===== config.mk =====
export PLATFORM = sky130hd
export DESIGN_NAME = serial_frame_builder_sum_check_top
export DESIGN_NICKNAME = d
export VERILOG_FILES = /design/src/design/sfb_pkg.sv /design/src/design/serial_frame_builder_sum_check_top.sv /design/src/design/sfb_front.sv /design/src/design/sfb_fifo.sv /design/src/design/sfb_back.sv
export SDC_FILE = /design/constraint.sdc
export NUM_CORES = 1
export LEC_CHECK = 0
export BUFFER_PORTS_ARGS = -buffer_cell sky130_fd_sc_hd__buf_2
export CAP_MARGIN = 40
export CORE_MARGIN = 4
export CORE_UTILIZATION = 61
export DETAILED_ROUTE_END_ITERATION = 10
export PLACE_DENSITY = 0.92
export SYNTH_ARGS = -nofsm -noshare
export SYNTH_HDL_FRONTEND = slang
export SYNTH_SLANG_ARGS = --single-unit

===== constraint.sdc =====
create_clock -name clk -period 2.9 [get_ports clk]
set_input_delay 0.435 -clock clk [delete_from_list [all_inputs] [get_ports clk]]
set_output_delay 0.435 -clock clk [all_outputs]
set_load 0.02 [all_outputs]

===== src/design/sfb_pkg.sv =====
// ============================================================================
// sfb_pkg - shared types and constants of the serial frame builder
// Operation codes passed from the front end to the byte sequencer, the
// queue entry type and the fixed header/trailer bytes.
// ============================================================================
`default_nettype none

package sfb_pkg;

    // Fixed framing bytes
    localparam logic [7:0] HEAD_FIRST  = 8'h44;
    localparam logic [7:0] HEAD_SECOND = 8'h57;
    localparam logic [7:0] TAIL_FIRST  = 8'h0D;
    localparam logic [7:0] TAIL_SECOND = 8'h0A;

    // Default queue depth between front end and sequencer
    localparam int FIFO_DEPTH_DEFAULT = 4;

    // Step counter width of the sequencer (at most seven bytes per item)
    localparam int STEP_W = 3;

    // Item kinds on the input tuser
    localparam logic KIND_START   = 1'b0;
    localparam logic KIND_PAYLOAD = 1'b1;

    // Work classes handed to the sequencer
    typedef enum logic [2:0] {
        OP_START,          // header, length, command
        OP_START_CLOSE,    // as above, then check and trailer
        OP_PAYLOAD,        // one payload byte
        OP_PAYLOAD_CLOSE,  // payload byte, then check and trailer
        OP_ERROR           // payload byte outside a frame
    } op_t;

    // One queue entry
    typedef struct packed {
        op_t        op;
        logic [7:0] data_a;  // length (start) or payload byte
        logic [7:0] data_b;  // command (start)
        logic [7:0] check;   // check byte for closing ops
    } entry_t;

    // Index of the final step for each op
    function automatic logic [STEP_W-1:0] last_step(input op_t op);
        logic [STEP_W-1:0] res;
        case (op)
            OP_START:         res = STEP_W'(3);
            OP_START_CLOSE:   res = STEP_W'(6);
            OP_PAYLOAD:       res = STEP_W'(0);
            OP_PAYLOAD_CLOSE: res = STEP_W'(3);
            OP_ERROR:         res = STEP_W'(0);
            default:          res = STEP_W'(0);
        endcase
        return res;
    endfunction

endpackage

`default_nettype wire


===== src/design/serial_frame_builder_sum_check_top.sv =====
// Throughput: one output byte per cycle while work is queued and m_axis_tready
// does not stall the output; an item makes 1, 4 or 7 output bytes (error/payload,
// start or payload that closes, start of an empty frame). Input transfers continue
// while the queue has room.
// Reset: rst_n asynchronous active low; no frame open, queue and output empty.
// ============================================================================
// serial_frame_builder_sum_check_top - serial frame builder with check byte
// Front end classifies items and keeps frame state, a short queue decouples
// it from the byte sequencer that emits the framed stream.
// ============================================================================
`default_nettype none

module serial_frame_builder_sum_check_top #(
    parameter int FIFO_DEPTH = sfb_pkg::FIFO_DEPTH_DEFAULT
) (
    input  wire logic        clk,
    input  wire logic        rst_n,
    input  wire logic        s_axis_tvalid,
    output logic             s_axis_tready,
    input  wire logic [23:0] s_axis_tdata,   // command[7:0], length[15:8], payload_byte[23:16]
    input  wire logic        s_axis_tuser,   // kind
    output logic             m_axis_tvalid,
    input  wire logic        m_axis_tready,
    output logic [7:0]       m_axis_tdata,   // out_byte
    output logic             m_axis_tlast,   // frame_end
    output logic             m_axis_tuser    // error
);

    logic            fifo_full;
    logic            push;
    sfb_pkg::entry_t push_entry;
    logic            pop;
    logic            fifo_valid;
    sfb_pkg::entry_t fifo_head;

    // Item classification and frame state
    sfb_front u_front (
        .clk           (clk),
        .rst_n         (rst_n),
        .s_axis_tvalid (s_axis_tvalid),
        .s_axis_tready (s_axis_tready),
        .s_axis_tdata  (s_axis_tdata),
        .s_axis_tuser  (s_axis_tuser),
        .fifo_full     (fifo_full),
        .push          (push),
        .push_entry    (push_entry)
    );

    // Decoupling queue
    sfb_fifo #(
        .DEPTH (FIFO_DEPTH)
    ) u_fifo (
        .clk        (clk),
        .rst_n      (rst_n),
        .push       (push),
        .push_entry (push_entry),
        .full       (fifo_full),
        .pop        (pop),
        .valid      (fifo_valid),
        .head       (fifo_head)
    );

    // Byte sequencer and output stage
    sfb_back u_back (
        .clk           (clk),
        .rst_n         (rst_n),
        .fifo_valid    (fifo_valid),
        .fifo_head     (fifo_head),
        .pop           (pop),
        .m_axis_tvalid (m_axis_tvalid),
        .m_axis_tready (m_axis_tready),
        .m_axis_tdata  (m_axis_tdata),
        .m_axis_tlast  (m_axis_tlast),
        .m_axis_tuser  (m_axis_tuser)
    );

endmodule

`default_nettype wire


===== src/design/sfb_front.sv =====
// ============================================================================
// sfb_front - input stage of the serial frame builder
// Accepts input transfers, tracks the open frame, byte count and running
// sum, and classifies each item into one queue entry.
// ============================================================================
`default_nettype none

module sfb_front (
    input  wire logic            clk,
    input  wire logic            rst_n,
    input  wire logic            s_axis_tvalid,
    output logic                 s_axis_tready,
    input  wire logic [23:0]     s_axis_tdata,   // command[7:0], length[15:8], payload_byte[23:16]
    input  wire logic            s_axis_tuser,   // kind
    input  wire logic            fifo_full,
    output logic                 push,
    output sfb_pkg::entry_t      push_entry
);

    logic       frame_open_reg, frame_open_next;
    logic [7:0] bytes_left_reg, bytes_left_next;
    logic [7:0] running_sum_reg, running_sum_next;

    logic [7:0] command;
    logic [7:0] length;
    logic [7:0] payload_byte;
    logic [7:0] sum_add;
    logic [7:0] left_dec;
    logic       accept;

    assign command      = s_axis_tdata[7:0];
    assign length       = s_axis_tdata[15:8];
    assign payload_byte = s_axis_tdata[23:16];

    assign s_axis_tready = !fifo_full;
    assign accept        = s_axis_tvalid && s_axis_tready;
    assign push          = accept;

    assign sum_add  = running_sum_reg + payload_byte;
    assign left_dec = bytes_left_reg - 8'd1;

    // Classify item and compute next frame state
    always_comb
    begin
        frame_open_next   = frame_open_reg;
        bytes_left_next   = bytes_left_reg;
        running_sum_next  = running_sum_reg;
        push_entry.op     = sfb_pkg::OP_ERROR;
        push_entry.data_a = 8'h00;
        push_entry.data_b = command;
        push_entry.check  = command;
        if (s_axis_tuser == sfb_pkg::KIND_START)
        begin
            push_entry.data_a = length;
            if (length == 8'h00)
            begin
                // zero length closes at once, check equals the command
                push_entry.op    = sfb_pkg::OP_START_CLOSE;
                frame_open_next  = 1'b0;
                bytes_left_next  = 8'h00;
                running_sum_next = 8'h00;
            end
            else
            begin
                push_entry.op    = sfb_pkg::OP_START;
                frame_open_next  = 1'b1;
                bytes_left_next  = length;
                running_sum_next = command;
            end
        end
        else if (frame_open_reg)
        begin
            push_entry.data_a = payload_byte;
            push_entry.check  = sum_add;
            if (left_dec == 8'h00)
            begin
                push_entry.op    = sfb_pkg::OP_PAYLOAD_CLOSE;
                frame_open_next  = 1'b0;
                bytes_left_next  = 8'h00;
                running_sum_next = 8'h00;
            end
            else
            begin
                push_entry.op    = sfb_pkg::OP_PAYLOAD;
                bytes_left_next  = left_dec;
                running_sum_next = sum_add;
            end
        end
    end

    // Frame state registers
    always_ff @(posedge clk or negedge rst_n)
    begin
        if (!rst_n)
        begin
            frame_open_reg  <= 1'b0;
            bytes_left_reg  <= 8'h00;
            running_sum_reg <= 8'h00;
        end
        else if (accept)
        begin
            frame_open_reg  <= frame_open_next;
            bytes_left_reg  <= bytes_left_next;
            running_sum_reg <= running_sum_next;
        end
    end

`ifndef NO_ASSERTIONS
    // an open frame always still expects at least one payload byte
    a_open_count: assert property (@(posedge clk) disable iff (!rst_n)
        frame_open_reg |-> (bytes_left_reg != 8'h00))
        else $error("open frame with zero bytes left");
`endif

endmodule

`default_nettype wire


===== src/design/sfb_fifo.sv =====
// ============================================================================
// sfb_fifo - short queue between front end and byte sequencer
// Flip-flop queue of classified entries with first-word fall-through read.
// ============================================================================
`default_nettype none

module sfb_fifo #(
    parameter int DEPTH = sfb_pkg::FIFO_DEPTH_DEFAULT
) (
    input  wire logic             clk,
    input  wire logic             rst_n,
    input  wire logic             push,
    input  wire sfb_pkg::entry_t  push_entry,
    output logic                  full,
    input  wire logic             pop,
    output logic                  valid,
    output sfb_pkg::entry_t       head
);

    localparam int PTR_W = (DEPTH > 1) ? $clog2(DEPTH) : 1;
    localparam int CNT_W = $clog2(DEPTH + 1);

    sfb_pkg::entry_t  mem_reg [DEPTH];
    logic [PTR_W-1:0] wr_ptr_reg, wr_ptr_next;
    logic [PTR_W-1:0] rd_ptr_reg, rd_ptr_next;
    logic [CNT_W-1:0] count_reg, count_next;
    logic             do_push;
    logic             do_pop;

    assign full    = (count_reg == CNT_W'(DEPTH));
    assign valid   = (count_reg != '0);
    assign head    = mem_reg[rd_ptr_reg];
    assign do_push = push && !full;
    assign do_pop  = pop && valid;

    // Pointer and count update
    always_comb
    begin
        wr_ptr_next = wr_ptr_reg;
        rd_ptr_next = rd_ptr_reg;
        count_next  = count_reg;
        if (do_push)
            wr_ptr_next = (wr_ptr_reg == PTR_W'(DEPTH - 1)) ? '0 : wr_ptr_reg + 1'b1;
        if (do_pop)
            rd_ptr_next = (rd_ptr_reg == PTR_W'(DEPTH - 1)) ? '0 : rd_ptr_reg + 1'b1;
        if (do_push && !do_pop)
            count_next = count_reg + 1'b1;
        else if (do_pop && !do_push)
            count_next = count_reg - 1'b1;
    end

    always_ff @(posedge clk or negedge rst_n)
    begin
        if (!rst_n)
        begin
            wr_ptr_reg <= '0;
            rd_ptr_reg <= '0;
            count_reg  <= '0;
        end
        else
        begin
            wr_ptr_reg <= wr_ptr_next;
            rd_ptr_reg <= rd_ptr_next;
            count_reg  <= count_next;
        end
    end

    // Entry storage
    always_ff @(posedge clk)
    begin
        if (do_push)
            mem_reg[wr_ptr_reg] <= push_entry;
    end

`ifndef NO_ASSERTIONS
    // the front end never pushes into a full queue
    a_no_overflow: assert property (@(posedge clk) disable iff (!rst_n)
        push |-> !full)
        else $error("push into full queue");

    // occupancy rises by one on a push without a pop
    a_count_track: assert property (@(posedge clk) disable iff (!rst_n)
        (do_push && !do_pop) |=> (count_reg == $past(count_reg) + 1'b1))
        else $error("queue count did not advance on push");
`endif

endmodule

`default_nettype wire


===== src/design/sfb_back.sv =====
// ============================================================================
// sfb_back - byte sequencer of the serial frame builder
// Takes one queue entry at a time and emits its bytes, one per cycle while the
// output is not stalled, through a registered output stage.
// ============================================================================
`default_nettype none

module sfb_back (
    input  wire logic                  clk,
    input  wire logic                  rst_n,
    input  wire logic                  fifo_valid,
    input  wire sfb_pkg::entry_t       fifo_head,
    output logic                       pop,
    output logic                       m_axis_tvalid,
    input  wire logic                  m_axis_tready,
    output logic [7:0]                 m_axis_tdata,  // out_byte
    output logic                       m_axis_tlast,  // frame_end
    output logic                       m_axis_tuser   // error
);

    sfb_pkg::entry_t            cur_reg, cur_next;
    logic                       cur_valid_reg, cur_valid_next;
    logic [sfb_pkg::STEP_W-1:0] step_reg, step_next;

    logic       m_valid_reg, m_valid_next;
    logic [7:0] m_data_reg, m_data_next;
    logic       m_last_reg, m_last_next;
    logic       m_err_reg, m_err_next;

    logic       out_free;
    logic       emit;
    logic       is_last;
    logic       done;
    logic       load;
    logic [7:0] sel_byte;
    logic       sel_err;
    logic       sel_end;

    assign out_free = !m_valid_reg || m_axis_tready;
    assign emit     = cur_valid_reg && out_free;
    assign is_last  = (step_reg == sfb_pkg::last_step(cur_reg.op));
    assign done     = emit && is_last;
    assign load     = fifo_valid && (!cur_valid_reg || done);
    assign pop      = load;

    // Byte selection for the current op and step
    always_comb
    begin
        sel_byte = 8'h00;
        sel_err  = 1'b0;
        sel_end  = 1'b0;
        case (cur_reg.op)
            sfb_pkg::OP_START, sfb_pkg::OP_START_CLOSE:
            begin
                case (step_reg)
                    3'd0:    sel_byte = sfb_pkg::HEAD_FIRST;
                    3'd1:    sel_byte = sfb_pkg::HEAD_SECOND;
                    3'd2:    sel_byte = cur_reg.data_a;
                    3'd3:    sel_byte = cur_reg.data_b;
                    3'd4:    sel_byte = cur_reg.check;
                    3'd5:    sel_byte = sfb_pkg::TAIL_FIRST;
                    3'd6:
                    begin
                        sel_byte = sfb_pkg::TAIL_SECOND;
                        sel_end  = 1'b1;
                    end
                    default: sel_byte = 8'h00;
                endcase
            end
            sfb_pkg::OP_PAYLOAD, sfb_pkg::OP_PAYLOAD_CLOSE:
            begin
                case (step_reg)
                    3'd0:    sel_byte = cur_reg.data_a;
                    3'd1:    sel_byte = cur_reg.check;
                    3'd2:    sel_byte = sfb_pkg::TAIL_FIRST;
                    3'd3:
                    begin
                        sel_byte = sfb_pkg::TAIL_SECOND;
                        sel_end  = 1'b1;
                    end
                    default: sel_byte = 8'h00;
                endcase
            end
            sfb_pkg::OP_ERROR:
            begin
                sel_err = 1'b1;
            end
            default:
            begin
                sel_byte = 8'h00;
            end
        endcase
    end

    // Sequencer next state
    always_comb
    begin
        cur_next       = cur_reg;
        cur_valid_next = cur_valid_reg;
        step_next      = step_reg;
        if (load)
        begin
            cur_next       = fifo_head;
            cur_valid_next = 1'b1;
            step_next      = '0;
        end
        else if (done)
        begin
            cur_valid_next = 1'b0;
        end
        else if (emit)
        begin
            step_next = step_reg + 1'b1;
        end
    end

    // Output stage next state
    always_comb
    begin
        m_valid_next = m_valid_reg;
        m_data_next  = m_data_reg;
        m_last_next  = m_last_reg;
        m_err_next   = m_err_reg;
        if (emit)
        begin
            m_valid_next = 1'b1;
            m_data_next  = sel_byte;
            m_last_next  = sel_end;
            m_err_next   = sel_err;
        end
        else if (m_axis_tready)
        begin
            m_valid_next = 1'b0;
        end
    end

    // Control registers
    always_ff @(posedge clk or negedge rst_n)
    begin
        if (!rst_n)
        begin
            cur_valid_reg <= 1'b0;
            step_reg      <= '0;
            m_valid_reg   <= 1'b0;
        end
        else
        begin
            cur_valid_reg <= cur_valid_next;
            step_reg      <= step_next;
            m_valid_reg   <= m_valid_next;
        end
    end

    // Payload registers
    always_ff @(posedge clk)
    begin
        cur_reg    <= cur_next;
        m_data_reg <= m_data_next;
        m_last_reg <= m_last_next;
        m_err_reg  <= m_err_next;
    end

    assign m_axis_tvalid = m_valid_reg;
    assign m_axis_tdata  = m_data_reg;
    assign m_axis_tlast  = m_last_reg;
    assign m_axis_tuser  = m_err_reg;

`ifndef NO_ASSERTIONS
    // the step counter never runs past the final byte of its op
    a_step_range: assert property (@(posedge clk) disable iff (!rst_n)
        cur_valid_reg |-> (step_reg <= sfb_pkg::last_step(cur_reg.op)))
        else $error("sequencer step out of range");

    // an error result carries a zero byte and never ends a frame
    a_err_clean: assert property (@(posedge clk) disable iff (!rst_n)
        (m_valid_reg && m_err_reg) |-> (m_data_reg == 8'h00 && !m_last_reg))
        else $error("error result with data or frame end");
`endif

endmodule

`default_nettype wire

; Yosys cells after proc, flatten, opt, wreduce, memory -nomap -nowiden
; Memories as Yosys holds them, arrays and structs flattened. A register that Yosys moved wholly into a read port is not among the register bits.
; Index checks and enable logic that the tools add are counted.
[op_classes]
add_sub_neg = 7
eq_ne = 16
n_mux = 39
reduce_logical = 29
[op_table]
columns = operator, n
row1 = $mux W8, 10
row2 = $pmux W8 S7, 1
row3 = $pmux W8 S4, 1
row4 = $mux W11, 2
row5 = $logic_not A8 Y1, 2
row6 = $pmux W8 S2, 1
row7 = $eq A3 B3 Y1 const B, 5
row8 = $mux W1, 15
row9 = $mux W3, 5
row10 = $eq A3 B2 Y1 const B, 4
row11 = $add A8 B8 Y8, 1
row12 = $logic_and A1 B1 Y1, 8
row13 = $reduce_bool A2 Y1, 4
row14 = $sub A8 B1 Y8 const B, 1
row15 = $add A3 B1 Y3 const B, 2
row16 = $eq A3 B1 Y1 const B, 2
row17 = $logic_not A3 Y1, 2
row18 = $pmux W3 S2, 1
row19 = $reduce_or A2 Y1, 3
row20 = $logic_not A1 Y1, 5
row21 = $add A2 B1 Y2 const B, 2
row22 = $eq A2 B2 Y1 const B, 2
row23 = $mux W2, 2
row24 = $reduce_and A2 Y1, 2
row25 = other kinds (7), 8
[totals]
ff_bits = 39
ram_bits = 108
input_bits = 29
out_inout_bits = 12
elab_cells = 104
mem_count = 1
[memory_table]
columns = memory, words, width, rd, rd_clocked_by_memory_dff, wr, line
row1 = u_fifo.mem_reg, 4, 27, 1, 1, 1, sfb_fifo.sv:23  ; sfb_pkg::entry_t mem_reg [DEPTH];

; Depth between registers and ports, before layout
[depth]
depth_word = 11
ltp_mapped = 11
mapped_depth_nobuf = 10

; Modules after synthesis
; A second synthesis with hierarchy kept.
[unflattened]
cells_unflattened = 488
hier_area_um2 = 7639.8
[by_module_without_submodules]
columns = mod, n_inst, cells_each, area_each_um2, seq_area_each_um2
row1 = sfb_fifo, 1, 178, 4364.2, 3418.3
row2 = sfb_back, 1, 139, 1854.3, 1236.2
row3 = sfb_front, 1, 171, 1421.4, 425.4

; Least setup slack after synthesis
; OpenSTA, ideal clock, no wires.
[synth_timing]
path_type = register to register
from = register u_back.cur_reg[24] (netlist name)
to = register u_fifo.count_reg[2]
setup_time_ps = 79
arrival_ps = 2186
t_required_ps = 2821
setup_slack_ps = 635
path_stages_with_launch = 11
path_buffers = 0
period_less_slack_ps = 2265
path_cell_list = edfxtp_1 -> nand2b_1 -> a41o_1 -> a211o_1 -> nand2_1 -> ha_1 -> inv_1 -> fa_1 -> xor2_1 -> nor2_1 -> xor2_1
[synth_between]
elab_chain_len = 11
elab_cells_between_ends = 15
cone_classes = eq/ne: 3 / mux: 2 / reduce/logical: 10
[synth_lines]
columns = item, line
row1 = $eq A3 B2 Y1 or $logic_not A3 Y1 (tied branches), sfb_pkg.sv:46  ; case (op)
row2 = $reduce_or A2 Y1 (no source line), -
row3 = $pmux W3 S2 (*), sfb_pkg.sv:46
row4 = $eq A3 B3 Y1 (*), sfb_back.sv:41  ; assign is_last = (step_reg == sfb_pkg::last_step(cur_reg.op));
row5 = $logic_and A1 B1 Y1 (*), sfb_back.sv:42  ; assign done = emit && is_last;
row6 = $logic_or A1 B1 Y1 (*), sfb_back.sv:43  ; assign load = fifo_valid && (!cur_valid_reg || done);
row7 = $logic_and A1 B1 Y1 (*), sfb_back.sv:43
row8 = $logic_and A1 B1 Y1 (*), sfb_fifo.sv:34  ; assign do_pop = pop && valid;
row9 = $logic_not A1 Y1, sfb_fifo.sv:46  ; if (do_push && !do_pop)
row10 = $logic_and A1 B1 Y1, sfb_fifo.sv:46
row11 = $mux W3 or $reduce_bool A2 Y1 (tied branches), -
row12 = "end signal, assigned", sfb_fifo.sv:64  ; count_reg <= count_next;
row13 = "end, declared", sfb_fifo.sv:26  ; logic [CNT_W-1:0] count_reg, count_next;
; Mark *: on every way between the ends. The rest lies on a longest branch, timed or not.
; A chain may end at the register's enable or synchronous reset.

; Final worst setup path
[layout_timing]
from = register u_fifo.count_reg[0]
to = register u_fifo.count_reg[1]
[layout_between]
elab_cells_between_ends = 16
cone_classes = add/sub: 2 / eq/ne: 1 / mux: 2 / reduce/logical: 11
[layout_lines]
columns = item, line
row1 = $eq A3 B3 Y1, sfb_fifo.sv:30  ; assign full = (count_reg == CNT_W'(DEPTH));
row2 = $logic_not A1 Y1, sfb_front.sv:35  ; assign s_axis_tready = !fifo_full;
row3 = $logic_and A1 B1 Y1, sfb_front.sv:36  ; assign accept = s_axis_tvalid && s_axis_tready;
row4 = named net push, serial_frame_builder_sum_check_top.sv:30  ; logic push;
row5 = $logic_and A1 B1 Y1, sfb_fifo.sv:33  ; assign do_push = push && !full;
row6 = $logic_and A1 B1 Y1, sfb_fifo.sv:46
row7 = $mux W3, sfb_fifo.sv:46
row8 = named net u_fifo.count_next[1], sfb_fifo.sv:26
; The timed path passes the listed nets, and every way through them passes these cells. The select of a mux whose other input is x is not followed.

==> results.cfg <==
[run_status]
status = complete, no violations

[grt]
grt_max_degree = 30
grt.overflow.total = 0
grt_use_total = 0.251
grtUsageMet1 = 0.310
grt.met2_usage = 0.422
grt_pass1_wl_um = 26800
grt_pass1_vias = 4877
gr-max-usage-layer = met2
antenna_found_initial = 0
gr-usage-met3 = 0.0650

[setup_path]
crit_type = flop to flop
cp.required_ns = 3.22
critPathCaptureType = flop
cp_data_arrival_time_ns = 3.04
start_kind = flop
cp_max_fo = 8

[yosys]
synth-seq-cells = 174
synth-edff-count = 145
yosys_warnings = 0
synth-async-reset-ratio = 0.167
synth_cells = 515
ys_seq_area_frac = 0.657
netlist_area_sq_um = 7740
synth_nets = 566
synth_area_per_cell_sq_um = 15.0
ys_types = 61
synth_top_flop_cell = edfxtp_1

[routing]
ant_nets = 0
drtPass1Iterations = 5
viasPerCell = 6.36
drtIter0Drc = 826
routed_wl_um = 16900
wl_per_cell_um = 22.7
drc = 0
num_vias = 4749

[layout]
nets = 617
diodes = 0
drive_gt1_frac = 0.233
fillers = 763
multi_input_area_sq_um = 2440
layout.area.seq_sq_um = 5080
largest_reg_flops = 108
synthToLayoutAreaGrowth_pct = 13.0
final_cells = 747

[clock_tree]
clock_sinks = 174
numCtsBuffers = 17
path_clk_slew_ns = 0.07
clock_path_buffers = 2
cts_root_buf = clkbuf_16
h-tree-depth = 4
cts-hold-fix-buffers = 0
cts_tree = built
ctsResizeCount = 0
postCtsSetupRepairBufs = 0
insertion_delay_ns = 0.44

[power_and_ir_drop]
powerDensity_nw_per_um2 = 1050
power.leakage_nw = 3.20
vdd_ir_drop_max_mv = 0.547
total_power_mw = 9.20

[timing]
clock_skew_ns = 0.00911
rsz0062_at_grt = false
final.setup.tns_ns = 0
drv_slew = 0
fin_crit_ns = 2.72
hold_violations = 0
setup_viol_count_final = 0
finalCritPeriodShare = 0.939
max_slew_margin = 0.485
worst_pin_slew_ns = 0.765
max_freq_mhz = 367

[placed_design]
dp_hpwl_um = 11200
io_buffers = 40
dp.cells = 715
routabilityCongestion = 0.930

[floorplanning]
die-area_sq_um = 14600
start_util = 0.634
die_h_um = 121
num_rows = 40
coreArea_sq_um = 12200
io_pins = 41
fp.dieW_um = 121

[min_path]
hp-class = input pin to async pin

[run]
drv_cap = 0
synth_stat cells (5+ instances only):
cell	number	area share
a21oi_1	20	0.013
a221oi_1	7	0.0079
a22oi_1	14	0.014
and2_1	7	0.0057
buf_2	9	0.0058
clkbuf_1	12	0.0058
dfrtp_1	29	0.094
edfxtp_1	145	0.56
ha_1	20	0.032
inv_1	28	0.014
mux4_2	27	0.079
nand2_1	37	0.018
nand3_1	7	0.0045
nor2_1	15	0.0073
nor2b_1	6	0.0049
nor3_1	8	0.0052
o21ai_0	30	0.019
o22ai_1	11	0.0089
o31ai_2	8	0.013
or3_1	6	0.0049
xor2_1	5	0.0057
where the power goes:
part           internal [mW]  leakage [nW]  switching, mW
Clock                   1.28         0.282          0.988
Sequential              3.52          1.69          0.446
Combinational           1.27          1.23           1.70
Total                   6.06          3.20           3.14
worst paths after layout:
check	from	to	slack (ns)	cells after the start
max	u_fifo.count_reg[0]	u_fifo.count_reg[1]	0.18	8
min	rst_n	u_front.running_sum_reg[4]	0.07	1
max reg2reg	u_fifo.count_reg[0]	u_fifo.count_reg[1]	0.18	8
min reg2reg	u_fifo.count_reg[2]	u_fifo.count_reg[2]	0.51	1
max in group asynchronous	rst_n	u_fifo.rd_ptr_reg[0]	2.29	1
min in group clk	s_axis_tdata[6]	u_fifo.mem_reg[0][14]	0.26	1
logic make-up (layout without fill, tap and decap cells):
group	count (synthesis)	count (layout)	synth area share
AND/OR/NAND/NOR	108	108	0.0733
buffers and inverters	53	117	0.0283
AO/OA/AOI/OAI	118	118	0.109
multiplexers	33	33	0.0878
XOR/XNOR	7	7	0.00792
flip-flops	174	174	0.657
adder cells (fa/ha/maj)	22	22	0.0375
routing by layer:
metal  vias to the layer above  wire [um]  part of all wire
met2                       245       8740              0.52
met1                      2359       6550              0.39
li1                       2114          -                 -
met5                         -          0                 0
met3                        31       1210             0.071
met4                         0        433             0.026
area by class of cell:
cell class	instances	share of cell area
Clock buffer	17	0.0487
Clock inverter	15	0.0182
Inverter	30	0.0129
Multi-Input combinational cell	288	0.279
Sequential cell	174	0.581
Tap cell	168	0.0241
Timing Repair Buffer	55	0.0358
critical path: stages, from the launching register on:
cell	delay, ns
dfrtp_1	0.45
nor3b_1	0.66
inv_1	0.15
nand2_1	0.17
inv_1	0.16
ha_1	0.26
inv_1	0.09
fa_1	0.40
mux2_2	0.28
cell usage in the layout, fill, tap and decap left out, types with 3 or more instances in the layout:
cell | Yosys | final
xor2_1 | 5 | 5
a22oi_1 | 14 | 14
inv_1 | 28 | 28
o22ai_1 | 11 | 11
clkinv_4 | 0 | 3
a21oi_1 | 20 | 20
buf_2 | 9 | 40
a221oi_1 | 7 | 7
dfrtp_1 | 29 | 28
nor3_1 | 8 | 8
or3_1 | 6 | 6
o31ai_2 | 8 | 8
edfxtp_1 | 145 | 145
a221o_1 | 4 | 4
nand3_1 | 7 | 7
nand2b_1 | 4 | 4
nor4_1 | 3 | 3
nor2b_1 | 6 | 6
ha_1 | 20 | 20
clkbuf_16 | 0 | 17
a21o_1 | 3 | 3
mux2i_1 | 3 | 3
inv_6 | 0 | 5
nand2_1 | 37 | 37
nor2_1 | 15 | 15
and2_1 | 7 | 7
o21ai_0 | 30 | 30
mux4_2 | 27 | 27
o21ai_2 | 3 | 3
nor3b_1 | 4 | 4
buf_4 | 0 | 15
stage by stage:
| step | utilization | hold slack, ns | setup WS [ns] | instance area, sq um |
|---|---|---|---|---|
| 6_report | 0.716 | 0.0670 | 0.178 | 8740 |
| 5_1_grt | 0.716 | 0.102 | 0.0901 | 8740 |
| 4_1_cts | 0.716 | 0.0724 | 0.232 | 8740 |
| 3_5_place_dp | 0.668 | 0.500 | 0.357 | 8160 |
| 3_3_place_gp | 0.668 | 0.474 | 0.502 | 8160 |
| 2_1_floorplan | - | 0.139 | 0.635 | 7740 |
(Power assumes the default switching activity.)
